==> src/rtl/spe_div.sv <==
// Two-lane bit-serial restoring divider sharing one divisor and one step counter.
module spe_div #(
	parameter int MAG_W = 19,
	parameter int DIV_W = 11
) (
	input  logic                  clk,
	input  logic                  arst_n,
	input  logic                  start,
	input  logic [1:0][MAG_W-1:0] dividend,
	input  logic [DIV_W-1:0]      divisor,
	output logic [1:0][MAG_W-1:0] quotient,
	output logic                  done
);

	localparam int CNT_W = $clog2(MAG_W + 1);

	logic busy_q;
	logic done_q;
	logic [CNT_W-1:0] cnt_q;
	logic [DIV_W-1:0] divisor_q;
	logic [1:0][DIV_W-1:0] rem_q;
	logic [1:0][MAG_W-1:0] dvd_q;
	logic [1:0][DIV_W:0] trial;
	logic [1:0] qbit;
	logic [1:0][DIV_W-1:0] rem_d;

	always_comb begin
		for (int l = 0; l < 2; l++) begin
			trial[l] = {rem_q[l], dvd_q[l][MAG_W-1]};
			qbit[l] = trial[l] >= {1'b0, divisor_q};
			rem_d[l] = qbit[l] ? DIV_W'(trial[l] - {1'b0, divisor_q})
				: trial[l][DIV_W-1:0];
		end
	end

	always_ff @(posedge clk or negedge arst_n) begin
		if (!arst_n) begin
			busy_q <= 1'b0;
			done_q <= 1'b0;
			cnt_q <= '0;
		end else if (start) begin
			busy_q <= 1'b1;
			done_q <= 1'b0;
			cnt_q <= CNT_W'(MAG_W);
		end else if (busy_q) begin
			cnt_q <= cnt_q - 1'b1;
			if (cnt_q == CNT_W'(1)) begin
				busy_q <= 1'b0;
				done_q <= 1'b1;
			end
		end else begin
			done_q <= 1'b0;
		end
	end

	always_ff @(posedge clk) begin
		if (start) begin
			divisor_q <= divisor;
			for (int l = 0; l < 2; l++) begin
				rem_q[l] <= '0;
				dvd_q[l] <= dividend[l];
			end
		end else if (busy_q) begin
			for (int l = 0; l < 2; l++) begin
				rem_q[l] <= rem_d[l];
				dvd_q[l] <= {dvd_q[l][MAG_W-2:0], qbit[l]};
			end
		end
	end

	assign quotient = dvd_q;
	assign done = done_q;

endmodule

==> config.mk <==
export PLATFORM = sky130hd
export DESIGN_NAME = spe_div
export DESIGN_NICKNAME = d
export VERILOG_FILES = /design/src/rtl/spe_div.sv
export SDC_FILE = /design/constraint.sdc
export NUM_CORES = 1
export LEC_CHECK = 0
export BUFFER_PORTS_ARGS = -buffer_cell sky130_fd_sc_hd__buf_2
export CORE_ASPECT_RATIO = 2
export CORE_UTILIZATION = 54
export DETAILED_ROUTE_END_ITERATION = 6
export PLACE_DENSITY_LB_ADDON = 0.12
export SLEW_MARGIN = 30
export SYNTH_ARGS = -nofsm -noshare
export SYNTH_HDL_FRONTEND = slang
export SYNTH_SLANG_ARGS = --single-unit
==> constraint.sdc <==
create_clock -name clk -period 6.9 [get_ports clk]
set_input_delay 0 -clock clk [delete_from_list [all_inputs] [get_ports clk]]
set_output_delay 0 -clock clk [all_outputs]
set_load 0.1 [all_outputs]
==> summary.txt, run 1 <==
Status
  – Status: complete, no violations

Drt
  – Avg Vias per Cell: 5.67
  – Routed Wire Length: 10600 um
  – DRC viols: 0
  – WL/cell: 17.8 um
  – Detailed router's first-iteration violation count: between 150 and 200
  – Detail Route Antenna Nets: 0
  – Total vias in the final route: 3392
  – Pre-antenna DRT Iters: 4

Clocking
  – CTS Buffer Depth: 2
  – CTS Buf Count: 9
  – Clk slew on worst S/H paths: 0.06 ns
  – Post-CTS Resized: 0
  – CTS tree: built
  – Root Buffer: clkbuf_16
  – CTS H-tree lvls: 3
  – Clk sinks: 78
  – Clock latency on the worst-skew pair: 0.33 ns

Die
  – Die H: 127 um
  – Cell Rows: 45
  – Core area: 0.00760 mm^2
  – Initial Utilization: 0.555
  – Die area: roughly 0.008 mm^2
  – I/O Pins: 91
  – Die Width: between 60 and 70 um

Place
  – Port Buffers: 90
  – Final Wtd Congestion: 0.944
  – Post-DP HPWL: 6990 um

Synthesis
  – Register area share after synthesis: 0.495
  – Share of flip-flops with an asynchronous set or reset: 0.0897
  – Ys flop type: edfxtp_1
  – Netlist Area Pre-Place: between 0.004 and 0.005 mm^2
  – Yosys cell types: 45
  – Synth Area in Adders: 0.0806
  – Synth Warn #: 0
  – Syn Area/Cell: 11.7 um^2
  – Post-synthesis compound-gate area fraction: 0.151
  – Post-Syn Nets: 438
  – EDFF count, synth: 49
  – Mux contribution to synthesized area: 0.109
  – Post-Synth Simple-Gate Area: 0.0964
  – Mapped Cells: between 300 and 400
  – #FFs+latches synth: 78
  – Largest family of logic cells by synthesized area: compound AO/OA/AOI/OAI gates
  – Synth Area in XOR/XNOR: 0.0332

Layout
  – Share of cells above drive strength 1: 0.315
  – Most frequent cells in the layout: buf_2 (90), edfxtp_1 (49), dlygate4sd3_1 (49), mux2_2 (38), nor2_1 (28)
  – Fin nets: 577
  – Commonest non-fill, non-tap cell in the layout: buf_2
  – Antenna cell count: 0
  – Fill cells: about 530
  – Post-layout util: 0.728
  – Synth-to-Final Area Change: 31.2%

Power
  – Clk pwr share: 0.341
  – Sequential cell fraction of total power: 0.390
  – Sw power: 0.000492 W
  – Worst-case vdd ir drop: ~210 uV
  – Internal power: 0.000940 W
  – Switching Share: 0.344
  – Pleak: 2.41 nW
  – Power density cells: 259 mW/mm^2
  – Comb pwr share: 0.269

Worst setup path
  – Critical Path Sink Type: flip-flop
  – Crit Path Class: flip-flop to flip-flop
  – CP startpoint: quotient[37]$_DFFE_PP_
  – Crit start category: flip-flop
  – Critical Path AT: 3.03 ns
  – CP Max Fanout: 21
  – Worst path required time: 7.15 ns
  – Worst R2R Start: quotient[37]$_DFFE_PP_

Flow run
  – Max-cap violations: 0

Timing
  – Worst Skew: 0.00360 ns
  – Setup TNS Final: 0 ns
  – Worst slew margin: 0.432
  – Period utilization: 0.403
  – Hold Vio Cnt, Final: 0
  – Final setup fails: 0
  – RSZ-0062 raised after global routing: false
  – Worst-margin pin slew: ~0.85 ns
  – Fin crit period: 2.78 ns
  – Max Freq: 359 MHz
  – Max Slew Vio Count: 0

Min path
  – HP Class: input port to asynchronous set/reset pin

Global routing
  – Vias in the first global route: 3599
  – GRT overflow: 0
  – First-pass GRT wire length: approximately 17000 um
  – Initial antenna violation count: 0
  – Pin count of the biggest net entering global routing: 71
  – Tot GR Track Use: 0.280
[metal layers]
| metal | GRT usage | share of wire | up-vias |
|---|---|---|---|
| met5 | 0 | 0 | - |
| met4 | 0.193 | 0.066 | 0 |
| met3 | 0.0652 | 0.045 | 41 |
| met2 | 0.526 | 0.56 | 115 |
| met1 | 0.252 | 0.33 | 1602 |
| li1 | - | - | 1634 |
[cell families after synthesis]
logic type / count (synthesis)
DFF: 78
xor gates and xnor gates: 16
muxes: 40
AOI/OAI and AO/OA: 83
and+or+nand+nor: 83
adders and majority gates: 26
buffers and inverters: 34
[state kept, by name (all words and copies together), names as in the netlist]
name / cells
divisor_q: 11
rem_q: 22
busy_q: 1
quotient: 38
cnt_q: 5
done: 1
[worst paths after layout]
check | to | cells past startpoint | slack [ns]
hold / removal | cnt_q[0]$_DFFE_PN0P_ | 2 | 0.02
min in group clk | quotient[18]$_DFFE_PP_ | 2 | 0.02
setup reg to reg | rem_q[11]$_SDFFE_PP0P_ | 9 | 4.12
max in group asynchronous | cnt_q[2]$_DFFE_PN0P_ | 2 | 6.73
hold reg to reg | rem_q[1]$_SDFFE_PP0P_ | 2 | 0.48
setup / recovery | rem_q[11]$_SDFFE_PP0P_ | 9 | 4.12
[cell type report]
class,count,area (um^2),area share
sequential,78,2090,0.377
multi-input combinational,248,1980,0.358
timing repair buffer,143,971,0.175
clock buffer,10,239,0.0432
tap,94,118,0.0212
inverter,19,71.3,0.0129
clock inverter,6,67.6,0.0122
[per-stage QoR]
step / instances / power (W) / hold WS, ns / instance area (um^2) / worst slack (ns)
finish: 598 / 0.00143 / 0.0177 / 5540 / 4.12
global route: 598 / 0.00148 / 0.0151 / 5540 / 3.97
CTS: 598 / 0.00144 / 0.00767 / 5540 / 4.15
detailed placement: 533 / 0.000928 / -0.161 / 4740 / 4.15
global placement: 533 / 0.000923 / -0.160 / 4740 / 4.27
floorplan: 360 / 0.000857 / -0.296 / 4220 / 3.91
[cell usage after synthesis, types with 5 or more instances]
library cell,number,area share
ha_1,24,0.071
o21ai_1,6,0.0071
nor2_1,28,0.025
clkbuf_1,6,0.0053
a21oi_1,11,0.013
xnor2_1,9,0.019
edfxtp_1,49,0.35
dfrtp_1,7,0.042
nand2_1,22,0.020
o21ai_0,9,0.011
buf_1,5,0.0044
o21a_1,6,0.011
xor2_1,7,0.015
o31ai_1,6,0.011
inv_1,19,0.017
nand2b_1,10,0.015
dfxtp_1,22,0.10
mux2_2,38,0.10
a21o_1,5,0.0089
a32oi_1,8,0.017
[worst max-delay path, cell delays in order (launching register included)]
cell	delay [ns]
edfxtp_1	0.37
inv_1	0.09
ha_1	0.19
fa_1	0.22
and2b_1	0.20
o31a_4	0.30
o21ai_2	0.18
a21o_1	0.57
mux2_4	0.36
a211oi_2	0.22
[repair_timing]
| action | CTS | global route |
|---|---|---|
| hold buffers | 49 | 0 |
| setup buffers | 0 | 0 |
| endpoints found under the hold margin | 55 | 0 |
[power groups by stage]
stage	Combinational (W)	Sequential, W	Clock (W)
after global routing	0.000406	0.000564	0.000513
final	0.000385	0.000559	0.000488
after global placement	0.000356	0.000567	0
after CTS	0.000383	0.000559	0.000497
after detailed placement	0.000360	0.000567	0
after floorplan	0.000115	0.000742	0
Power figures use the tool's default switching activity.
==> run 2: changes to the inputs <==
ABC_AREA = 1   (was default)
clock period = 2.8 ns   (was 6.9 ns; I/O delays follow)
==> summary.txt, run 2 <==
Synthesis
  – #FFs+latches synth: 78
  – Synth top area share: 0.301
  – Post-Syn Nets: slightly above 700
  – Share of flip-flops with an asynchronous set or reset: 0.0897
  – Commonest cells post-synth: nand2_1 (249), inv_1 (91), edfxtp_1 (49)
  – EDFF count, synth: 49
  – Most common cell in the netlist: nand2_1
  – Netlist Area Pre-Place: 0.00488 mm^2
  – Top post-synthesis cells by area: edfxtp_1 (30%), nand2_1 (19%), dfxtp_1 (9.0%)
  – Syn Area/Cell: around 7.7 um^2
  – Synth Warn #: 0
  – Register area share after synthesis: 0.427
  – Leading area contributor after synthesis: edfxtp_1
  – Mapped Cells: 637
  – Ys flop type: edfxtp_1
  – Yosys cell types: 35

Die
  – Core area: 0.00871 mm^2
  – Die area: ~0.0095 mm^2
  – I/O Pins: 91
  – Cell Rows: 48
  – Die Width: 69.2 um
  – Die H: ~140 um
  – Initial Utilization: 0.561

Timing
  – Hold Vio Cnt, Final: 0
  – Fin crit period: 2.33 ns
  – Period utilization: 0.832
  – Setup TNS Final: 0 ns
  – Worst slew margin: 0.651
  – Final setup fails: 0
  – RSZ-0062 raised after global routing: false
  – Worst-margin pin slew: 0.522 ns
  – Worst Skew: 0.00705 ns
  – WHS: ~0.027 ns
  – Max Slew Vio Count: 0
  – Max Freq: 429 MHz

Layout
  – Antenna cell count: 0
  – Share of cells above drive strength 1: 0.208
  – Fill cells: 687
  – Commonest non-fill, non-tap cell in the layout: nand2_1
  – Most frequent cells in the layout: nand2_1 (249), inv_1 (91), buf_2 (90), dlygate4sd3_1 (50), edfxtp_1 (49)
  – Fin nets: 850
  – Max reg flops: 38
  – Synth-to-Final Area Change: 26.2%
  – Reg area: 0.00209 mm^2
  – Post-route insts no fill: 877
  – Multi-input logic area: 0.00231 mm^2

Global routing
  – Initial antenna violation count: 0
  – Pin count of the biggest net entering global routing: 39
  – First-pass GRT wire length: 20800 um
  – Vias in the first global route: 4618
  – GRT overflow: 0
  – Tot GR Track Use: 0.283

Drt
  – Total vias in the final route: 4600
  – WL/cell: around 15 um
  – Avg Vias per Cell: 5.25
  – DRC viols: 0
  – Detailed router's first-iteration violation count: between 200 and 300
  – Pre-antenna DRT Iters: 4
  – Routed Wire Length: approximately 13000 um
  – Detail Route Antenna Nets: 0

Power
  – Pleak: 3.25 nW
  – Sw power: 0.00268 W
  – Clk pwr share: 0.208
  – Worst-case vdd ir drop: 478 uV
  – Switching Share: 0.465
  – Internal power: 0.00309 W
  – Sequential cell fraction of total power: 0.284
  – Power density cells: 937 mW/mm^2
  – Comb pwr share: 0.508

Worst setup path
  – Crit Path Class: flip-flop to flip-flop
  – Worst path required time: between 2 and 3 ns
  – Cells along the critical path: inv_1, ha_1, fa_1, inv_1, nand3_1, nand3_2, nand2_2, nand4_4, nand2_1, nand2_1
  – Crit start category: flip-flop
  – Critical Path Sink Type: flip-flop
  – Reg2Reg Capture Point: quotient[0]$_DFFE_PP_
  – CP delay by family, top: simple AND/OR/NAND/NOR gates
  – Slowest cell on the critical path: edfxtp_1
  – Flop-to-flop setup slack: 0.47 ns
  – Critical Path AT: 2.42 ns
  – Worst setup endpoint: quotient[0]$_DFFE_PP_
  – R2R cell count: 10
  – CP max stage delay: 0.38 ns
  – Worst R2R Start: quotient[18]$_DFFE_PP_
  – CP Max Fanout: 12
  – Buf+Inv Stages, Crit Path: 2
  – Cell count along the critical path: 10
  – CP startpoint: quotient[18]$_DFFE_PP_

Clocking
  – Clock latency on the worst-skew pair: about 0.34 ns
  – Root Buffer: clkbuf_16
  – CTS Buffer Depth: 2
  – CTS Buf Count: 9
  – Post-CTS setup buffers: 0
  – Clk sinks: a little under 80
  – CTS H-tree lvls: 3
  – CTS tree: built
  – Clk slew on worst S/H paths: about 0.07 ns

Flow run
  – Max-cap violations: 0

Status
  – Status: complete, no violations

Place
  – Post-DP HPWL: 8930 um
  – Final Wtd Congestion: 0.991
  – Port Buffers: 90
  – Inst Count DP: 811

Min path
  – HP Class: input port to asynchronous set/reset pin
[run 2: worst min path at each step]
stage / from / to / slack [ns] / cells past startpoint
finish: arst_n / done$_DFFE_PN0P_ / 0.03 / 2
floorplan: arst_n / busy_q$_DFF_PN0_ / -0.30 / 0
global route: arst_n / done$_DFFE_PN0P_ / 0.06 / 2
global placement: arst_n / done$_DFFE_PN0P_ / -0.16 / 1
detailed placement: arst_n / done$_DFFE_PN0P_ / -0.16 / 1
CTS: arst_n / done$_DFFE_PN0P_ / 0.01 / 2
[run 2: metal layers]
metal	routed length (um)	track usage	up-vias	part of all wire
met5	0	0	-	0
met3	526	0.0445	50	0.041
li1	-	-	2293	-
met4	670	0.186	0	0.052
met1	4860	0.295	2095	0.38
met2	6780	0.516	162	0.53
[run 2: area by class of cell]
cell class,instances,share of cell area
clock buffer,10,0.0371
multi-input combinational,443,0.374
sequential,78,0.339
timing repair buffer,145,0.160
clock inverter,6,0.0114
inverter,95,0.0579
tap,100,0.0203
[run 2: per-stage QoR]
stage | setup slack [ns] | area, um^2 | utilization | total power, W
after CTS | 0.466 | 6160 | 0.708 | 0.00577
after detailed placement | 0.450 | 5360 | 0.616 | 0.00451
after floorplan | 0.269 | 4880 | - | 0.00404
final | 0.471 | 6160 | 0.708 | 0.00577
after global routing | 0.280 | 6160 | 0.708 | 0.00614
after global placement | 0.529 | 5360 | 0.616 | 0.00446
[run 2: what timing repair did]
action	in CTS	in global routing
endpoints found under the hold margin	56	0
resized for setup	0	0
hold buffers	50	0
[run 2: worst reg2reg max path, cell delays in order (launching register included)]
cell and delay, ns:
edfxtp_1 0.38, inv_1 0.15, ha_1 0.22, fa_1 0.24
inv_1 0.08, nand3_1 0.09, nand3_2 0.12, nand2_2 0.27
nand4_4 0.32, nand2_1 0.18, nand2_1 0.06
[run 2: kinds of logic (layout without fill, tap and decap cells)]
family | Yosys count | count (layout) | share of synthesized area
xor gates and xnor gates | 6 | 6 | 0.0108
DFF | 78 | 78 | 0.427
buffers and inverters | 116 | 256 | 0.100
AOI/OAI and AO/OA | 16 | 16 | 0.0190
and+or+nand+nor | 395 | 395 | 0.373
adders and majority gates | 26 | 26 | 0.0697
[run 2: power groups by stage]
| stage | Clock (W) | Sequential [W] | Combinational (W) |
|---|---|---|---|
| floorplan | 0 | 0.00208 | 0.00195 |
| global placement | 0 | 0.00165 | 0.00281 |
| detailed placement | 0 | 0.00165 | 0.00285 |
| CTS | 0.00121 | 0.00164 | 0.00292 |
| global route | 0.00125 | 0.00167 | 0.00322 |
| finish | 0.00120 | 0.00164 | 0.00293 |
