### src/rtl/spe_pkg.sv
// Shared types, constants and codes of the starfield projection engine.
package spe_pkg;

	localparam int COORD_IN_W = 11;
	localparam int DEPTH_W = 11;
	localparam int CFG_W = 11;
	localparam int COORD_W = 20;
	localparam int DOT_W = 2;
	localparam int SHADE_W = 5;
	localparam int OP_W = 2;
	localparam int INDEX_W = 8;
	localparam int STAR_W = 2 * COORD_IN_W + DEPTH_W;
	localparam int SHADE_TOP = 16;
	localparam int SHADE_STEPS = 16;

	localparam int PADDR_W = 4;
	localparam int PDATA_W = 32;
	localparam int REG_IDX_W = PADDR_W - 2;

	localparam int STAR_SLOTS_DEF = 256;
	localparam int PROJECTION_SHIFT_DEF = 8;
	localparam int DEPTH_MAX_DEF = 1024;

	localparam logic [CFG_W-1:0] SCREEN_WIDTH_RST = 11'd320;
	localparam logic [CFG_W-1:0] SCREEN_HEIGHT_RST = 11'd200;
	localparam logic [CFG_W-1:0] FLY_SPEED_RST = 11'd4;

	localparam logic [REG_IDX_W-1:0] REG_SCREEN_WIDTH = 2'd0;
	localparam logic [REG_IDX_W-1:0] REG_SCREEN_HEIGHT = 2'd1;
	localparam logic [REG_IDX_W-1:0] REG_FLY_SPEED = 2'd2;

	typedef enum logic [OP_W-1:0] {
		OP_LOAD = 2'd0,
		OP_ADVANCE = 2'd1,
		OP_DRAW = 2'd2
	} op_t;

	typedef enum logic [2:0] {
		ST_IDLE,
		ST_READ,
		ST_WRITE,
		ST_SETUP,
		ST_DIVIDE,
		ST_FINISH
	} state_t;

	typedef struct packed {
		logic [CFG_W-1:0] screen_width;
		logic [CFG_W-1:0] screen_height;
		logic [CFG_W-1:0] fly_speed;
	} cfg_t;

endpackage

### src/rtl/spe_regs.sv
// APB-style configuration registers of the starfield projection engine.
module spe_regs (
	input  logic                         clk,
	input  logic                         arst_n,
	input  logic                         psel,
	input  logic                         penable,
	input  logic                         pwrite,
	input  logic [spe_pkg::PADDR_W-1:0]  paddr,
	input  logic [spe_pkg::PDATA_W-1:0]  pwdata,
	output logic [spe_pkg::PDATA_W-1:0]  prdata,
	output logic                         pready,
	output spe_pkg::cfg_t                cfg
);

	import spe_pkg::*;

	cfg_t cfg_q;
	logic [REG_IDX_W-1:0] reg_idx;
	logic wr_en;

	assign reg_idx = paddr[PADDR_W-1:2];
	assign pready = 1'b1;
	assign wr_en = psel && penable && pwrite && pready;

	always_ff @(posedge clk or negedge arst_n) begin
		if (!arst_n) begin
			cfg_q.screen_width <= SCREEN_WIDTH_RST;
			cfg_q.screen_height <= SCREEN_HEIGHT_RST;
			cfg_q.fly_speed <= FLY_SPEED_RST;
		end else if (wr_en) begin
			case (reg_idx)
				REG_SCREEN_WIDTH: cfg_q.screen_width <= pwdata[CFG_W-1:0];
				REG_SCREEN_HEIGHT: cfg_q.screen_height <= pwdata[CFG_W-1:0];
				REG_FLY_SPEED: cfg_q.fly_speed <= pwdata[CFG_W-1:0];
				default: ;
			endcase
		end
	end

	always_comb begin
		case (reg_idx)
			REG_SCREEN_WIDTH: prdata = PDATA_W'(cfg_q.screen_width);
			REG_SCREEN_HEIGHT: prdata = PDATA_W'(cfg_q.screen_height);
			REG_FLY_SPEED: prdata = PDATA_W'(cfg_q.fly_speed);
			default: prdata = '0;
		endcase
	end

	assign cfg = cfg_q;

endmodule

### config.mk
export PLATFORM = sky130hd
export DESIGN_NAME = spe_regs
export DESIGN_NICKNAME = d
export VERILOG_FILES = /design/src/rtl/spe_pkg.sv /design/src/rtl/spe_regs.sv
export SDC_FILE = /design/constraint.sdc
export NUM_CORES = 1
export LEC_CHECK = 0
export ABC_CLOCK_PERIOD_IN_PS = 800
export BUFFER_PORTS_ARGS = -buffer_cell sky130_fd_sc_hd__buf_2
export CAP_MARGIN = 25
export CORE_UTILIZATION = 38
export CTS_CLUSTER_DIAMETER = 30
export CTS_CLUSTER_SIZE = 14
export DETAILED_ROUTE_END_ITERATION = 16
export PLACE_DENSITY = 0.75
export SYNTH_ARGS = -nofsm -noshare
export SYNTH_HDL_FRONTEND = slang
export SYNTH_SLANG_ARGS = --single-unit
### constraint.sdc
create_clock -name clk -period 0.8 [get_ports clk]
set_input_delay 0.04 -clock clk [delete_from_list [all_inputs] [get_ports clk]]
set_output_delay 0.04 -clock clk [all_outputs]
set_load 0.05 [all_outputs]
==> flow_metrics.tcl, run 1 <==
set metrics [dict create \
    fin_worst_skew_ns 0 \
    largest_reg_flops 33 \
    cts_buffers 5 \
    detail_route.wirelength_um 5433 \
    drcViolationCount 0 \
    grt_max_degree 34 \
    max_stage_delay_ns 0.58 \
    dieArea_um2 4747 \
    antenna_left 0 \
    end_kind "output port" \
    hold_violations 0 \
    r2r_start "cfg[26]" \
    synth_warnings 0 \
    peakVddDrop_v 0.001530 \
    failed_checks "negative setup slack" \
    powerDensity_nw_per_um2 2946 \
    clkLatencyLatePin_ns 0.29 \
    multiInputGateArea_um2 1067 \
    place_congestion 0.8109 \
    synthCells 135 \
    finalCoreUtilization 0.7992 \
    core_um2 4144 \
    setup_viol 77 \
    slew_viol_final 0 \
    fmax_ghz 0.7755 \
    grt_pass1_vias 1485 \
    p_leak_nw 1.533 \
    via_per_inst 4.773 \
    min_period_ns 1.289 \
    clock_path_buffers 2 \
    n_antenna_cell 0 \
    antenna_found_initial 0 \
    drt-initial-drc-count 27 \
    nets 285 \
    grt_use_total 0.2555 \
    synth_area_leaders "dfrtp_1 (40%), mux2_2 (15%), buf_4 (10%)" \
    start_util 0.4103 \
    min_path_type "in -> reg" \
    arrival_ns 1.25 \
    hold_start "pwdata[6]" \
    critPathLaunchType "flip-flop" \
    r2r_cells 3 \
    synth-seq-cells 33 \
    status "complete, but fails checks" \
    cp_num_buf_inv 1 \
    avgSynthCellArea_um2 12.60 \
    crit_type "reg -> out" \
    maxCapViolations 0 \
    grt_overflow_total 0 \
    r2r_end "cfg[26]" \
    layout.area.seq_um2 865.8 \
    cts.clk_slew.worst_paths_ns 0.07 \
    worstPathCellList "mux2i_4 -> o21ai_4 -> buf_6" \
    rsz0062_at_grt "true" \
    cts_tree "done" \
    ys_seq_area_frac 0.4901 \
    die_h_um 68.90 \
    pre_cts_ws_ns -0.4086 \
    h-tree-depth 2 \
    finalSetupTns_ns -15.74 \
    crit_cells 3 \
    syn-cell-area_um2 1700 \
    fin_total_pwr_mw 9.756 \
    dp_hpwl_um 3180 \
    grt_pass1_wl_um 8086 \
    fin_area_um2 3312 \
    rrSetupSlack_ns -0.23 \
    rows 23 \
    layout-drive-gt1-share 0.8449 \
    crit_required_ns 0.76 \
    fin_cells 295 \
    cp_top_family "flip-flops" \
    drt_pass1_iterations 4 \
    synth_top_area_frac 0.3974 \
    dp_cells 279 \
    ys_types 17 \
    hold_ws_ns 0.01952 \
    crit_end "prdata[6]" \
    yosysTopAreaCell "dfrtp_1" \
    final.fill_count 230 \
    setup_ws_ns -0.4895 \
    worst_path_max_delay_cell "dfstp_2" \
    crit_start "cfg[28]" \
    clock_sinks 33 \
    post-route-period-util 1.612 \
    routedWlPerCell_um 18.42 \
    cp_max_fo 2 \
    io_pins 107 \
    via_count 1408 \
    placed_area_um2 2571 \
    syn_to_final_growth_pct 94.78 \
    clock-root-buffer "clkbuf_8" \
    port_buffers 61 \
    die_x_um 68.90 \
]
kinds of logic (layout without fill, tap and decap cells):
group	count (synthesis)	after routing	share of synthesized area
buf+inv	29	118	0.1214
compound gates	11	11	0.03238
other cells	2	22	0.004417
simple gates	16	17	0.04636
flops	33	33	0.4901
mux	44	44	0.3054
worst reg2reg max path: cells and delay by family, from the launching register on:
family	cells	cell delay [ns]
buffers and inverters	2	0.23
muxes	1	0.25
DFF	1	0.43
where the power goes:
group	internal, mW	leakage, nW	switching (mW)
clock	0.777	0.0542	0.609
combinational	2.67	1.11	3.07
sequential	2.18	0.364	0.458
total	5.62	1.53	4.13
layer usage:
layer  track usage  wire length (um)  vias up
met5             0                 0        -
met4       0.09439                57        0
met3       0.08059               269        5
met2        0.4697              3080       60
met1        0.2696              2025      706
li1              -                 -      637
worst min-delay path by stage:
| stage | slack (ns) | endpoint | cells past startpoint |
|---|---|---|---|
| floorplan | -0.26 | cfg[0] | 0 |
| global placement | 0.009 | cfg[7] | 2 |
| detailed placement | 0.01 | cfg[7] | 2 |
| CTS | 0.006 | cfg[24] | 2 |
| global route | 0.02 | cfg[19] | 2 |
| finish | 0.02 | cfg[28] | 2 |
timing repair:
action,in CTS,in global routing
pin swaps,10,1
gates resized for setup,149,19
setup buffers,9,10
hold buffers,2,0
cloned,1,0
hold endpoints to repair,35,0
endpoints found under the setup margin,77,77
area by class of cell:
cell class	count	share of cell area
clock inverters	1	0.001511
repair buffers	110	0.3668
clock buffers	7	0.02909
multi-input cells	94	0.3223
flip-flops and latches	33	0.2614
well taps	50	0.01889
cells in the final DEF (no fill, tap or decap):
| cell | synthesis | final |
|---|---|---|
| buf_12 | 0 | 2 |
| buf_2 | 3 | 14 |
| buf_4 | 23 | 11 |
| buf_6 | 1 | 57 |
| buf_8 | 0 | 24 |
| clkbuf_8 | 0 | 7 |
| clkinv_2 | 0 | 1 |
| conb_1 | 2 | 22 |
| dfrtp_1 | 27 | 1 |
| dfrtp_2 | 0 | 26 |
| dfstp_2 | 6 | 6 |
| dlygate4sd3_1 | 0 | 2 |
| mux2_2 | 23 | 1 |
| mux2_4 | 10 | 32 |
| mux2i_1 | 11 | 1 |
| mux2i_2 | 0 | 5 |
| mux2i_4 | 0 | 5 |
| nand2_1 | 11 | 11 |
| nand3_4 | 0 | 1 |
| nor2b_1 | 1 | 1 |
| nor3_4 | 0 | 1 |
| nor3b_4 | 0 | 1 |
| o21ai_4 | 0 | 11 |
| or3b_4 | 0 | 2 |
synthesized netlist by cell type:
| cell type | number |
|---|---|
| dfrtp_1 | 27 |
| buf_4 | 23 |
| mux2_2 | 23 |
| mux2i_1 | 11 |
| nand2_1 | 11 |
| o21ai_0 | 11 |
| mux2_4 | 10 |
| dfstp_2 | 6 |
| buf_2 | 3 |
| clkbuf_1 | 2 |
| conb_1 | 2 |
| buf_6 | 1 |
| nand3_2 | 1 |
| nor2b_1 | 1 |
| nor3_1 | 1 |
| nor3b_1 | 1 |
| or3b_1 | 1 |
Note: power is estimated with default switching activity, not from simulation.
==> run 2, diff against run 1 <==
Settings changed: CORE_MARGIN set to 2, CORE_UTILIZATION 38 to 40, CTS_BUF_LIST set to sky130_fd_sc_hd__clkbuf_8, PLACE_DENSITY 0.75 to unset, PLACE_DENSITY_LB_ADDON set to 0.08.
==> flow_metrics.tcl, run 2 (synthesized netlist as in run 1, its figures left out) <==
set metrics [dict create \
    min_path_type "in -> reg" \
    r2r_end "cfg[22]" \
    cts.clk_slew.worst_paths_ns 0.07 \
    fin_area_um2 3259 \
    syn_to_final_growth_pct 91.69 \
    fmax_ghz 0.7905 \
    crit_end "prdata[7]" \
    layout.area.seq_um2 865.8 \
    slew_viol_final 0 \
    routedWlPerCell_um 17.51 \
    antenna_found_initial 0 \
    rsz0062_at_grt "true" \
    rrSetupSlack_ns -0.16 \
    port_buffers 61 \
    maxCapViolations 0 \
    end_kind "output port" \
    crit_type "reg -> out" \
    post-route-period-util 1.581 \
    grt_overflow_total 0 \
    critPathLaunchType "flip-flop" \
    p_leak_nw 1.503 \
    place_congestion 0.7866 \
    drt_pass1_iterations 4 \
    clock_path_buffers 2 \
    grt_pass1_vias 1574 \
    placed_area_um2 2541 \
    arrival_ns 1.22 \
    layout_common_cells "buf_6 (55), mux2_4 (32), dfrtp_2 (26), buf_8 (24), conb_1 (22)" \
    status "complete, but fails checks" \
    drcViolationCount 0 \
    hold_violations 0 \
    dp_hpwl_um 3067 \
    grt_max_degree 34 \
    crit_required_ns 0.76 \
    final_common_cell "buf_6" \
    failed_checks "negative setup slack" \
    drt-initial-drc-count 78 \
    cts_tree "done" \
    final.fill_count 248 \
    multiInputGateArea_um2 1085 \
    largest_reg_flops 33 \
    peakVddDrop_v 0.002199 \
    die_x_um 69.20 \
    grt_pass1_wl_um 8376 \
    setup_ws_ns -0.4650 \
    dieArea_um2 4789 \
    r2r_cells 2 \
    nets 281 \
    cp_max_fo 2 \
    n_antenna_cell 0 \
    io_pins 107 \
    min_period_ns 1.265 \
    h-tree-depth 2 \
    layout-drive-gt1-share 0.8506 \
    fin_total_pwr_mw 9.413 \
    rows 23 \
    setup_viol 77 \
    dp_cells 275 \
    start_util 0.4191 \
    r2r_start "cfg[22]" \
    powerDensity_nw_per_um2 2888 \
    crit_start "cfg[18]" \
    fin_cells 291 \
    grt_use_total 0.2273 \
    clkLatencyLatePin_ns 0.28 \
    fin_worst_skew_ns 0 \
    die_h_um 69.20 \
    clock-root-buffer "clkbuf_8" \
    cts_buffers 5 \
    clock_sinks 33 \
    antenna_left 0 \
    detail_route.wirelength_um 5096 \
    core_um2 4058 \
    via_per_inst 4.715 \
    via_count 1372 \
]
-- run 2: cell count changes in the layout (fill, tap and decap cells not counted), sizes merged --
cell,previous run,this run
inv,0,2
clkbuf,7,5
buf,108,105
dlygate4sd3,2,1
-- run 2: worst min-delay path by stage --
stage	start	slack, ns	end	depth (start not counted)
after floorplan	arst_n	-0.26	cfg[0]	0
after global placement	arst_n	0.01	cfg[16]	2
after detailed placement	arst_n	0.009	cfg[27]	2
after CTS	pwdata[9]	0.01	cfg[9]	2
after global routing	pwdata[9]	0.02	cfg[9]	2
final	pwdata[9]	0.02	cfg[9]	2
-- run 2: routing by layer --
metal  share of wire  vias to the layer above  global-route usage
met4           0.014                        0             0.07190
met3           0.046                        6             0.04651
met5               0                        -                   0
li1                -                      628                   -
met1            0.38                      683              0.2704
met2            0.56                       55              0.4092
-- run 2: metrics by stage --
step                setup slack, ns  hold WS (ns)  utilization  setup TNS [ns]
floorplan                   -0.4306       -0.2556            -          -9.655
global placement            -0.3921       0.01192       0.6263          -15.34
detailed placement          -0.4046      0.008506       0.6263          -15.79
CTS                         -0.4517       0.01312       0.7959          -13.50
global route                -0.5252       0.01676       0.8033          -15.65
finish                      -0.4650       0.01931       0.8033          -13.57
-- run 2: final cells by class --
class / count / area share
well taps: 50 / 0.01919
clock inverters: 3 / 0.003839
multi-input cells: 94 / 0.3328
clock buffers: 5 / 0.02111
flip-flops and latches: 33 / 0.2656
repair buffers: 106 / 0.3574
-- run 2: critical path: stages (launching register included) --
cell and delay (ns):
dfstp_2 0.55, mux2i_2 0.09, o21ai_4 0.14, buf_6 0.17
-- run 2: where the power goes --
group / internal (mW) / switching, mW / total, mW / leakage [nW]
clock: 0.584 / 0.584 / 1.17 / 0.0505
sequential: 2.18 / 0.439 / 2.61 / 0.364
combinational: 2.60 / 3.03 / 5.63 / 1.09
total: 5.36 / 4.05 / 9.41 / 1.50
-- run 2: what timing repair did --
action | 4_1_cts | 5_1_grt
pin swaps | 11 | 1
gates resized for setup | 150 | 20
hold buffers | 1 | 0
gates cloned | 2 | 0
endpoints found under the hold margin | 33 | 0
endpoints found under the setup margin | 77 | 77
buffers inserted | 5 | 9
==> run 3, diff against run 2 <==
Settings changed: GPL_TIMING_DRIVEN set to 0.
==> flow_metrics.tcl, run 3 (synthesized netlist as in run 1, its figures left out) <==
set metrics [dict create \
    status "complete, but fails checks" \
    failed_checks "negative hold slack, negative setup slack" \
    clock_sinks 33 \
    grt_pass1_vias 1437 \
    maxCapViolations 0 \
    final_common_cell "buf_6" \
    min_path_type "in -> async" \
    antenna_found_initial 0 \
    finalSetupTns_ns -13.98 \
    arrival_ns 1.26 \
    nets 288 \
    p_leak_nw 1.532 \
    setup_ws_ns -0.4959 \
    die_h_um 69.20 \
    via_per_inst 4.668 \
    clock-root-buffer "clkbuf_8" \
    grt_pass1_wl_um 7838 \
    fmax_ghz 0.7717 \
    die_x_um 69.20 \
    h-tree-depth 2 \
    end_kind "output port" \
    crit_required_ns 0.76 \
    cts_buffers 5 \
    dieArea_um2 4789 \
    hold_violations 27 \
    powerDensity_nw_per_um2 2831 \
    cts_tree "done" \
    drt_pass1_iterations 2 \
    grt_use_total 0.2129 \
    core_um2 4058 \
    cp_max_fo 2 \
    clock_path_buffers 2 \
    setup_viol 76 \
    n_antenna_cell 0 \
    peakVddDrop_v 0.002082 \
    rsz0062_at_grt "true" \
    place_congestion 0.7240 \
    io_pins 107 \
    port_buffers 60 \
    antenna_left 0 \
    hold_ws_ns -0.1841 \
    via_count 1391 \
    clkLatencyLatePin_ns 0.28 \
    min_period_ns 1.296 \
    cts.clk_slew.worst_paths_ns 0.07 \
    pre_cts_ws_ns -0.6648 \
    detail_route.wirelength_um 4920 \
    crit_type "reg -> out" \
    fin_worst_skew_ns 0 \
    drt-initial-drc-count 46 \
    slew_viol_final 0 \
    dp_hpwl_um 2903 \
    layout-drive-gt1-share 0.8589 \
    grt_max_degree 34 \
    post-route-period-util 1.620 \
    drcViolationCount 0 \
    start_util 0.4191 \
    critPathLaunchType "flip-flop" \
    grt_overflow_total 0 \
    syn_to_final_growth_pct 89.33 \
    rows 23 \
    worst_pin_slew_ns 0.7379 \
    routedWlPerCell_um 16.51 \
    layout_common_cells "buf_6 (46), mux2_4 (31), buf_4 (31), dfrtp_2 (26), conb_1 (22)" \
    largest_reg_flops 33 \
    slew_headroom 0.5081 \
]
## run 3: cell type report
type,count,area (um2)
multi-input combinational,93,1032
timing repair buffer,85,932.1
sequential,33,865.8
fill,246,838.3
buffer,29,244.0
clock buffer,5,68.82
tap,50,62.56
clock inverter,3,13.76
## run 3: worst paths after layout
kind | start | end | slack [ns] | cells past startpoint
max | cfg[18] | prdata[7] | -0.50 | 3
min | arst_n | cfg[31] | -0.18 | 1
max reg2reg | cfg[28] | cfg[28] | -0.14 | 3
min reg2reg | cfg[5] | cfg[5] | 0.55 | 1
max in group asynchronous | arst_n | cfg[15] | 0.47 | 1
min in group clk | pwdata[10] | cfg[10] | 0.01 | 2
## run 3: through the flow
| step | power, mW | hold slack (ns) | cell area (um2) | util | std cells |
|---|---|---|---|---|---|
| after floorplan | 5.643 | -0.2556 | 2095 | - | 155 |
| after global placement | 6.331 | 0.1349 | 2457 | 0.6056 | 265 |
| after detailed placement | 6.402 | 0.1432 | 2457 | 0.6056 | 265 |
| after CTS | 8.875 | -0.1640 | 3136 | 0.7727 | 293 |
| after global routing | 9.452 | -0.1338 | 3219 | 0.7934 | 298 |
| final | 9.113 | -0.1841 | 3219 | 0.7934 | 298 |
## run 3: power by group
part,switching (mW),internal (mW)
clock,0.631,0.590
sequential,0.440,2.17
combinational,2.91,2.36
total,3.98,5.13
## run 3: critical path, cell delays in order, from the launching register on
cell	delay, ns
dfstp_2	0.55
mux2i_2	0.09
o21ai_4	0.15
buf_6	0.18
## run 3: what timing repair did
item	in CTS	in global routing
setup buffers	17	12
endpoints found under the hold margin	27	27
setup endpoints to repair	69	77
cloned	3	0
pin swaps	6	5
gates resized for setup	124	24
## run 3: per-layer routing
layer | part of all wire | GRT usage | routed length (um) | vias to the layer above
li1 | - | - | - | 644
met1 | 0.41 | 0.2609 | 2035 | 684
met2 | 0.52 | 0.3675 | 2581 | 54
met3 | 0.048 | 0.04506 | 238 | 9
met4 | 0.013 | 0.08061 | 64 | 0
met5 | 0 | 0 | 0 | -
