**src/rtl/spe_ram.sv**
```systemverilog
// Generic single-write, single-read RAM with registered read data.
module spe_ram #(
	parameter int WIDTH = 8,
	parameter int DEPTH = 16
) (
	input  logic                                   clk,
	input  logic                                   we,
	input  logic [(DEPTH > 1 ? $clog2(DEPTH) : 1)-1:0] waddr,
	input  logic [WIDTH-1:0]                       wdata,
	input  logic [(DEPTH > 1 ? $clog2(DEPTH) : 1)-1:0] raddr,
	output logic [WIDTH-1:0]                       rdata
);

	logic [WIDTH-1:0] mem_q [DEPTH];
	logic [WIDTH-1:0] rdata_q;

	always_ff @(posedge clk) begin
		if (we) begin
			mem_q[waddr] <= wdata;
		end
		rdata_q <= mem_q[raddr];
	end

	assign rdata = rdata_q;

endmodule

```
**config.mk**
```make
export PLATFORM = sky130hd
export DESIGN_NAME = spe_ram
export DESIGN_NICKNAME = d
export VERILOG_FILES = /design/src/rtl/spe_ram.sv
export SDC_FILE = /design/constraint.sdc
export NUM_CORES = 1
export LEC_CHECK = 0
export BUFFER_PORTS_ARGS = -buffer_cell sky130_fd_sc_hd__clkbuf_2
export CORE_UTILIZATION = 45
export CTS_CLUSTER_SIZE = 14
export DETAILED_ROUTE_END_ITERATION = 6
export GPL_ROUTABILITY_DRIVEN = 0
export PLACE_DENSITY = 0.64
export SLEW_MARGIN = 20
export SYNTH_ARGS = -nofsm -noshare
export SYNTH_HDL_FRONTEND = slang
export SYNTH_SLANG_ARGS = --single-unit
```
**constraint.sdc**
```tcl
create_clock -name clk -period 3.3 [get_ports clk]
set_input_delay 0 -clock clk [delete_from_list [all_inputs] [get_ports clk]]
set_output_delay 0 -clock clk [all_outputs]
set_load 0.005 [all_outputs]
```
==> results.md, run 1 <==
* Status: finished, final reports clean
* Asr flop ratio synth at 0
* I/O pin count at 26
* End of the critical path: rdata[3]
* Hold slack at 37.7 ps
* Synthesized Nets at 247
* Reg2reg setup slack at 1930 ps
* Fmax at 715 MHz
* Via count at 2375
* Synth warnings at 0
* Setup-failing EPs final at 0
* H-tree levels at 4
* Area of the core at 0.0110 mm^2
* Hold Vio Cnt, Final at 0
* Cells after Synth at 229
* Detailed Route Iter0 Violations at 166
* Pint at 3200 uW
* Post-synth cell types at 19
* Worst-margin pin slew at 981 ps
* CTS resizes at 0
* Hold Crit Class: primary input to register
* Vias in the first global route at 2382
* Crit path DAT at roughly 1700 ps
* Hold_buf cts at 0
* CTS tree: built
* First-pass GRT wire length at between 10 and 15 mm
* Antenna violations before repair at 0
* Root buf cell: clkbuf_16
* Top cells by area, synth: edfxtp_1 (75%), mux4_2 (7.9%), mux4_1 (7.1%)
* RR Startpoint: mem_q[1][6]
* Switching share of power at 0.197
* Slew Limit Fails at 0
* Maximum VDD drop at 0.000329 V
* Part of the Yosys area used for sequential elements at 0.778
* Die outline area at 0.0119 mm^2
* Setup TNS at 0 ps
* Post-CTS setup buffer count at 0
* Top-area cell type share of the netlist area at 0.747
* Die height at 109 um
* Port Buffers at 25
* Crit Reg-Reg Endpoint: rdata[6]
* Reg2Reg Depth at 3
* DR WL/cell at approximately 22 um
* Most frequent cell after synthesis: edfxtp_1
* Final Skew at 7.17 ps
* Area occupied by multi-input gates at 0.00106 mm^2
* Max FO, Critical Path at 17
* WS Path Type: primary input to register
* Req. time, crit path at ~3600 ps
* Register Area at between 0.004 and 0.005 mm^2
* Final period util at 0.424
* DRC at 0
* Comb pwr share at 0.042
* Share of cells above drive strength 1 at 0.285
* P per Cell Area at 664 mW/mm^2
* Worst setup path start: raddr[0]
* Max cap viols at 0
* Leak Pwr at 0.00202 uW
* EDFF count, synth at about 130
* Grt total ovfl at 0
* DR pass1 iterations at 4
* Switch Pwr at around 790 uW
* Most frequent cells after synthesis: edfxtp_1 (128), mux4_2 (18), a22oi_1 (16)
* Total track usage at 0.173
* RSZ-0062 raised after global routing: false
* Synth Flop Type: edfxtp_1
* CTS max path bufs at 2
* Cell area after layout at around 0.0060 mm^2
* Synthesized flop and latch total at 136
* Largest net degree at the start of global routing at 33
* Vias per cell at around 5.6
* Cell area after synthesis at 0.00515 mm^2
* Initial Util at 0.469
* Antenna cells at 0
* Drt total wl at 9.18 mm
* Critical path startpoint category: primary input
* Cell Area, Placed at around 0.0054 mm^2
* Post-Syn Area per Cell at 22.5 um^2
* CTS buffer count at 17
* Max_slew headroom at 0.344
* Num rows at 38
* CTS Sinks at 136
* Area Overhead vs Synth at 16.7%
* Die width at 109 um
* Clk network pwr share at 0.471
* Min Clock Period, post-route at between 1000 and 1500 ps
* Crit end category: register
* Antenna viol nets, final at 0
* Clock latency at the later pin of the worst-skew pair at 410 ps
* Hpwl dp at 5.71 mm
* Clock transition at the registers of the reported paths at 60 ps
* Yosys top cell by area: edfxtp_1
* Seq pwr share at 0.487
* Nets at 286
* Filler instances at 816
[power groups by stage]
stage	sequential, uW	combinational [uW]	clock, uW
final	1940	168	1880
after global routing	1950	184	1970
after CTS	1940	171	1900
after detailed placement	1980	171	0
after global placement	1980	168	0
after floorplan	1980	98.0	0
[stage by stage]
step	cells	power (uW)	worst slack, ps	utilization
after floorplan	229	2070	1810	-
after global placement	389	2150	1420	0.493
after detailed placement	389	2150	1420	0.493
after CTS	421	4010	1860	0.547
after global routing	421	4100	1770	0.547
final	421	3990	1900	0.547
[critical path, cell delays in order]
cell	delay [ps]
clkbuf_2	490
buf_12	270
mux4_1	560
a22oi_1	280
nand2_1	90
[area by class of cell]
class	instances	area share
flip-flops and latches	136	0.666
multi-input cells	83	0.176
clock inverters	13	0.0258
clock buffers	19	0.0737
repair buffers	30	0.0291
well taps	140	0.0291
[layer usage]
layer / share of wire / track usage / routed length, um / up-vias
met3: 0.055 / 0.0520 / 501 / 14
met1: 0.44 / 0.228 / 4020 / 1240
met4: 0.014 / 0.0753 / 132 / 0
met2: 0.49 / 0.267 / 4520 / 68
met5: 0 / 0 / 0 / -
li1: - / - / - / 1053
[layout by cell type (no fill, tap or decap)]
cell        count
nor2b_1         1
buf_12          1
mux4_2         18
nand2b_1        2
clkbuf_2       25
nor2_1         13
clkinv_4        2
nand3_1         1
edfxtp_1      128
nand3b_1        2
nor3_1          4
buf_4           4
clkinv_2        5
clkbuf_1        1
mux4_1         14
or3b_2          1
clkbuf_8        1
nand2_1         9
a22oi_1        16
dfxtp_1         8
clkinvlp_4      3
and2b_1         1
and2_1          1
bufinv_16       3
clkbuf_16      17
[how the worst min path moves through the flow]
stage | endpoint | slack, ps | depth (start not counted) | from
final | mem_q[2][6] | 40 | 1 | wdata[6]
after global routing | mem_q[6][4] | 40 | 1 | wdata[4]
after CTS | mem_q[10][1] | 20 | 1 | wdata[1]
after detailed placement | rdata[3] | 370 | 1 | rdata[3]
after global placement | rdata[6] | 370 | 1 | rdata[6]
after floorplan | mem_q[0][0] | 100 | 0 | wdata[0]
[state kept, by name (all words and copies together), names as in the netlist]
signal / flops
mem_q: 128
rdata: 8
[logic make-up (layout without fill, tap and decap cells)]
kind of cell	Yosys count	count (layout)	share of synthesized area
mux	32	32	0.150
buf+inv	10	62	0.0168
simple gates	35	35	0.0318
compound gates	16	16	0.0233
flops	136	136	0.778
(Power assumes the default switching activity.)
==> run 2, diff against run 1 <==
==> constraint.sdc (replaced) <==
create_clock -name clk -period 1.4 [get_ports clk]
set_input_delay 0 -clock clk [delete_from_list [all_inputs] [get_ports clk]]
set_output_delay 0 -clock clk [all_outputs]
set_load 0.005 [all_outputs]
==> run 2 against run 1 <==
Against the previous run:
- core utilization grew 2.2 points
- sequential power rose by 140%
- worst hold slack worse by 20 ps
- final area increased by 4.1%
==> results.md, run 2 (same netlist as run 1, synthesis figures left out) <==
* Status: finished, final reports clean (unchanged)
* Initial Util at 0.469 (unchanged)
* Vias per cell at 5.64 (about the same)
* Commonest non-fill, non-tap cell in the layout: edfxtp_1 (unchanged)
* Worst path cell trace: mux4_2 > a22oi_1 > nand2_1 (was clkbuf_2 > buf_12 > mux4_1 > a22oi_1 > nand2_1)
* Drt total wl at 9.98 mm (was 9.18 mm)
* Crit end category: register (unchanged)
* Finished Layout Cells at 440 (was 421)
* Die outline area at 0.0119 mm^2 (unchanged)
* Critical path startpoint category: register (was primary input)
* Hold Crit Class: primary input to register (unchanged)
* RSZ-0062 raised after global routing: false (unchanged)
* CTS resizes at 0 (unchanged)
* Max stage delay on crit path at 490 ps (was 560 ps)
* Slew Limit Fails at 0 (unchanged)
* CTS buffer count at 17 (unchanged)
* P per Cell Area at 1620 mW/mm^2 (was 664 mW/mm^2)
* Hold_buf cts at 0 (unchanged)
* CP max-delay cell: mux4_2 (was mux4_1)
* Comb pwr share at 0.042 (about the same)
* Hpwl dp at 6.27 mm (was 5.71 mm)
* DR WL/cell at 22.7 um (was 21.8 um)
* Die height at 109 um (unchanged)
* DRC at 0 (unchanged)
* Min Clock Period, post-route at 1310 ps
* Max FO, Critical Path at 1 (was 17)
* PnR Total Power at 10100 uW (was 3990 uW)
* Met3 Track Usage GR at 0.0484 (was 0.0520)
* Post-CTS setup buffer count at 0 (unchanged)
* Antenna violations before repair at 0 (unchanged)
* Seq pwr share at 0.453 (was 0.487)
* Num rows at 38 (unchanged)
* GRT Max-Usage Layer: met2 (unchanged)
* Filler instances at 806 (was 816)
* Antenna viol nets, final at 0 (unchanged)
* Fmax at 761 MHz
* Area Overhead vs Synth at 21.5% (was 16.7%)
* Vias in the first global route at 2535 (was 2382)
* First-pass GRT wire length at 15.1 mm (was 13.8 mm)
* Max reg flops at 128 (unchanged)
* Clk network pwr share at 0.505 (was 0.471)
* Clock latency at the later pin of the worst-skew pair at 410 ps (about the same)
* Max_slew headroom at 0.415 (was 0.344)
* Share of cells above drive strength 1 at 0.327 (was 0.285)
* H-tree levels at 4 (unchanged)
* Root buf cell: clkbuf_16 (unchanged)
* DR pass1 iterations at 4 (unchanged)
* Leak Pwr at 0.00216 uW (was 0.00202 uW)
* Die width at 109 um (unchanged)
* CP top delay family: multiplexers (was buffers and inverters)
* I/O pin count at 26 (unchanged)
* Maximum VDD drop at 0.000992 V (was 0.000329 V)
* Detailed Route Iter0 Violations at 233 (was 166)
* Buf/Inv on CP at 0 (was 2)
* Crit path DAT at 1610 ps (was 1700 ps)
* Req. time, crit path at 1690 ps (was 3600 ps)
* CTS Sinks at 136 (unchanged)
* Final Skew at 5.74 ps (was 7.17 ps)
* Largest net degree at the start of global routing at 22 (was 33)
* Worst-margin pin slew at 876 ps (was 981 ps)
* Clock transition at the registers of the reported paths at 60 ps (about the same)
* Antenna cells at 0 (unchanged)
* Max cap viols at 0 (unchanged)
* CTS tree: built (unchanged)
* Placed cells at 408 (was 389)
* Grt met1 use at 0.265 (was 0.228)
* Switching share of power at 0.183 (was 0.197)
* Via count at 2481 (was 2375)
* Setup-failing EPs final at 0 (unchanged)
* Grt total ovfl at 0 (unchanged)
* Most frequent cells in the layout: edfxtp_1 (128), clkbuf_2 (25), buf_4 (22) (was edfxtp_1 (128), clkbuf_2 (25), mux4_2 (18))
* Area of the core at 0.0110 mm^2 (unchanged)
* Switch Pwr at 1850 uW (was 786 uW)
* Pint at 8250 uW (was 3200 uW)
* Hold Vio Cnt, Final at 0 (unchanged)
* WS Path Type: register to register (was primary input to register)
* Total track usage at 0.189 (was 0.173)
* CTS max path bufs at 2 (unchanged)
* Setup TNS at 0 ps (unchanged)
* GR Util met2 at 0.277 (was 0.267)
* Nets at 305 (was 286)
* Final period util at 0.938
* Most flop-heavy register: mem_q (unchanged)
* Port Buffers at 25 (unchanged)
-- run 2: final cells by class --
type / instances / area (um^2) / share of cell area
Timing Repair Buffer: 49 / 330 / 0.0528
Multi-Input combinational cell: 83 / 1060 / 0.170
Sequential cell: 136 / 4000 / 0.640
Tap cell: 140 / 175 / 0.0280
Clock inverter: 13 / 251 / 0.0402
Clock buffer: 19 / 433 / 0.0692
-- run 2: per-stage QoR --
step           area (um^2)  utilization  setup WS, ps  hold slack, ps
2_1_floorplan         5150            -           134            98.9
3_3_place_gp          5570        0.507          37.2             374
3_5_place_dp          5570        0.507          46.8             376
4_1_cts               6260        0.570          84.8            6.28
5_1_grt               6260        0.570          27.7            37.8
6_report              6260        0.570          86.4            18.2
-- run 2: path summary, 6_finish.rpt --
check	from	end	slack, ps	depth (start not counted)
max	mem_q[3][6]	rdata[6]	90	3
min	wdata[6]	mem_q[2][6]	20	1
max reg2reg	mem_q[3][6]	rdata[6]	90	3
min reg2reg	mem_q[8][2]	rdata[2]	680	3
-- run 2: power groups by stage --
stage                     clock network (uW)  logic, uW  registers (uW)
final                                   5100        423            4580
after global routing                    5330        458            4590
after floorplan                            0        231            4660
after global placement                     0        418            4660
after CTS                               5160        430            4580
after detailed placement                   0        428            4670
-- run 2: per-layer routing --
metal | vias up | routed length, um | part of all wire
met4 | 0 | 216 | 0.022
met5 | - | 0 | 0
li1 | 1087 | - | -
met1 | 1284 | 4310 | 0.43
met3 | 18 | 569 | 0.057
met2 | 92 | 4880 | 0.49
==> run 3, diff against run 2 <==
--- a/config.mk
+++ b/config.mk
@@ -10,7 +10,6 @@
 export CTS_CLUSTER_SIZE = 14
 export DETAILED_ROUTE_END_ITERATION = 6
 export GPL_ROUTABILITY_DRIVEN = 0
-export PLACE_DENSITY = 0.64
 export SLEW_MARGIN = 20
 export SYNTH_ARGS = -nofsm -noshare
 export SYNTH_HDL_FRONTEND = slang
==> run 3 against run 2 <==
Against the previous run:
- final cell count is 0.23% lower
- combinational power is essentially flat
- largest cell class unchanged
- final area down 0.24%
- clock-buffer cell count up 1
- core utilization down 0.14 points
- die area unchanged
- critical path type unchanged
- via count fell by 2.4%
- global-route usage down 0.73 points
- sequential power barely moved
==> results.md, run 3 (same netlist as run 1, synthesis figures left out) <==
* Max reg flops at 128 (unchanged)
* Max FO, Critical Path at 1 (unchanged)
* Worst-margin pin slew at 748 ps (was 876 ps)
* Hold Path Origin: wdata[6] (unchanged)
* Hold Crit Class: primary input to register (unchanged)
* I/O pin count at 26 (unchanged)
* Register Area at 0.00400 mm^2 (unchanged)
* Die width at 109 um (unchanged)
* Commonest non-fill, non-tap cell in the layout: edfxtp_1 (unchanged)
* CTS Sinks at 136 (unchanged)
* Worst path cell trace: mux4_1 > a22oi_1 > nand2_1 (was mux4_2 > a22oi_1 > nand2_1)
* Filler instances at 828 (was 806)
* Finished Layout Cells at 439 (was 440)
* First-pass GRT wire length at 14.3 mm (was 15.1 mm)
* Area occupied by multi-input gates at 0.00107 mm^2 (was 0.00106 mm^2)
* Largest net degree at the start of global routing at 33 (was 22)
* Clock latency at the later pin of the worst-skew pair at 410 ps (about the same)
* PnR Total Power at 9820 uW (was 10100 uW)
* Share of cells above drive strength 1 at 0.338 (was 0.327)
* CP max-delay cell: mux4_1 (was mux4_2)
* WS Path Type: register to register (unchanged)
* Hpwl dp at 6.23 mm (was 6.27 mm)
* Max stage delay on crit path at 490 ps (about the same)
* RSZ-0062 raised after global routing: false (unchanged)
* Final period util at 0.981 (was 0.938)
* Total track usage at 0.182 (was 0.189)
* Critical path startpoint category: register (unchanged)
* Area Overhead vs Synth at 21.2% (was 21.5%)
* Port Buffers at 25 (unchanged)
* Vias per cell at 5.51 (was 5.64)
* Placed cells at 407 (was 408)
* Via count at 2421 (was 2481)
* DRC at 0 (unchanged)
* Max cap viols at 0 (unchanged)
* Clock transition at the registers of the reported paths at 60 ps (about the same)
* Antenna viol nets, final at 0 (unchanged)
* Max_slew headroom at 0.500 (was 0.415)
* Maximum VDD drop at 0.000731 V (was 0.000992 V)
* Die outline area at 0.0119 mm^2 (unchanged)
* Post-CTS setup buffer count at 0 (unchanged)
* Root buf cell: clkbuf_16 (unchanged)
* Crit end category: register (unchanged)
* Area of the core at 0.0110 mm^2 (unchanged)
* Detailed Route Iter0 Violations at 136 (was 233)
* Min Clock Period, post-route at 1370 ps (was 1310 ps)
* CP top delay family: multiplexers (unchanged)
* Final Skew at 5.00 ps (was 5.74 ps)
* Nets at 304 (was 305)
* Most frequent cells in the layout: edfxtp_1 (128), clkbuf_2 (25), buf_4 (20) (was edfxtp_1 (128), clkbuf_2 (25), buf_4 (22))
* Status: finished, final reports clean (unchanged)
* Leak Pwr at 0.00215 uW (was 0.00216 uW)
* Reg2Reg Depth at 3 (unchanged)
* Req. time, crit path at 1690 ps (about the same)
* Vias in the first global route at 2494 (was 2535)
* Most flop-heavy register: mem_q (unchanged)
* Slew Limit Fails at 0 (unchanged)
* Setup-failing EPs final at 0 (unchanged)
* DR pass1 iterations at 5 (was 4)
* CTS buffer count at 17 (unchanged)
* RR Startpoint: mem_q[8][3] (was mem_q[3][6])
* Grt total ovfl at 0 (unchanged)
* Fmax at 728 MHz (was 761 MHz)
* CTS max path bufs at 2 (unchanged)
* P per Cell Area at 1570 mW/mm^2 (was 1620 mW/mm^2)
* Drt total wl at 9.51 mm (was 9.98 mm)
* Hold Vio Cnt, Final at 0 (unchanged)
* Crit Reg-Reg Endpoint: rdata[3] (was rdata[6])
* Reg2reg setup slack at 30 ps (was 90 ps)
* Die height at 109 um (unchanged)
* Buf/Inv on CP at 0 (unchanged)
* Hold Crit Depth at 1 (unchanged)
* Initial Util at 0.469 (unchanged)
* Num rows at 38 (unchanged)
* Antenna cells at 0 (unchanged)
* Antenna violations before repair at 0 (unchanged)
* Worst setup path start: mem_q[8][3] (was mem_q[3][6])
* H-tree levels at 4 (unchanged)
* DR WL/cell at 21.7 um (was 22.7 um)
* Hold Path End: mem_q[4][6] (was mem_q[2][6])
* Crit path DAT at 1660 ps (was 1610 ps)
* CTS tree: built (unchanged)
-- run 3: changes by cell type in the layout (fill, tap and decap cells not counted), moves of 2 or more --
cell,before,now
bufinv_16,7,5
clkinv_2,1,3
a22oi_2,0,2
buf_4,22,20
a22oi_1,16,14
clkbuf_8,0,2
-- run 3: cell type report --
| type | instances | area share |
|---|---|---|
| repair buffers | 48 | 0.0537 |
| clock inverters | 12 | 0.0317 |
| flip-flops and latches | 136 | 0.642 |
| well taps | 140 | 0.0281 |
| multi-input cells | 83 | 0.172 |
| clock buffers | 20 | 0.0732 |
-- run 3: worst max path at each step --
stage	to	slack (ps)	cells past startpoint
finish	rdata[3]	30	3
global route	rdata[3]	8	3
CTS	rdata[3]	30	3
detailed placement	rdata[2]	-80	5
global placement	rdata[1]	-80	5
floorplan	mem_q[3][0]	130	2
-- run 3: where the power goes --
part | switching [uW] | internal (uW)
registers | 27.1 | 4550
clock network | 1570 | 3250
logic | 233 | 191
total | 1820 | 8000
-- run 3: per-layer routing --
metal  vias to the layer above  track usage  wire length [um]
li1                       1092            -                 -
met1                      1247        0.237              4040
met2                        65        0.285              4810
met3                        17       0.0496               463
met4                         0       0.0820               182
met5                         -            0                 0
-- run 3: what timing repair did --
action	CTS	global route
setup endpoints to repair	0	2
hold buffers	0	0
endpoints found under the hold margin	0	0
resized for setup	0	2
-- run 3: stage by stage --
step	setup TNS, ps	worst slack [ps]	hold WS (ps)	util	cell area (um^2)
2_1_floorplan	0	134	98.9	-	5150
3_3_place_gp	-234	-82.2	371	0.508	5580
3_5_place_dp	-190	-77.0	370	0.508	5580
4_1_cts	0	31.9	8.68	0.567	6230
5_1_grt	0	8.00	30.7	0.568	6240
6_report	0	25.9	20.0	0.568	6240
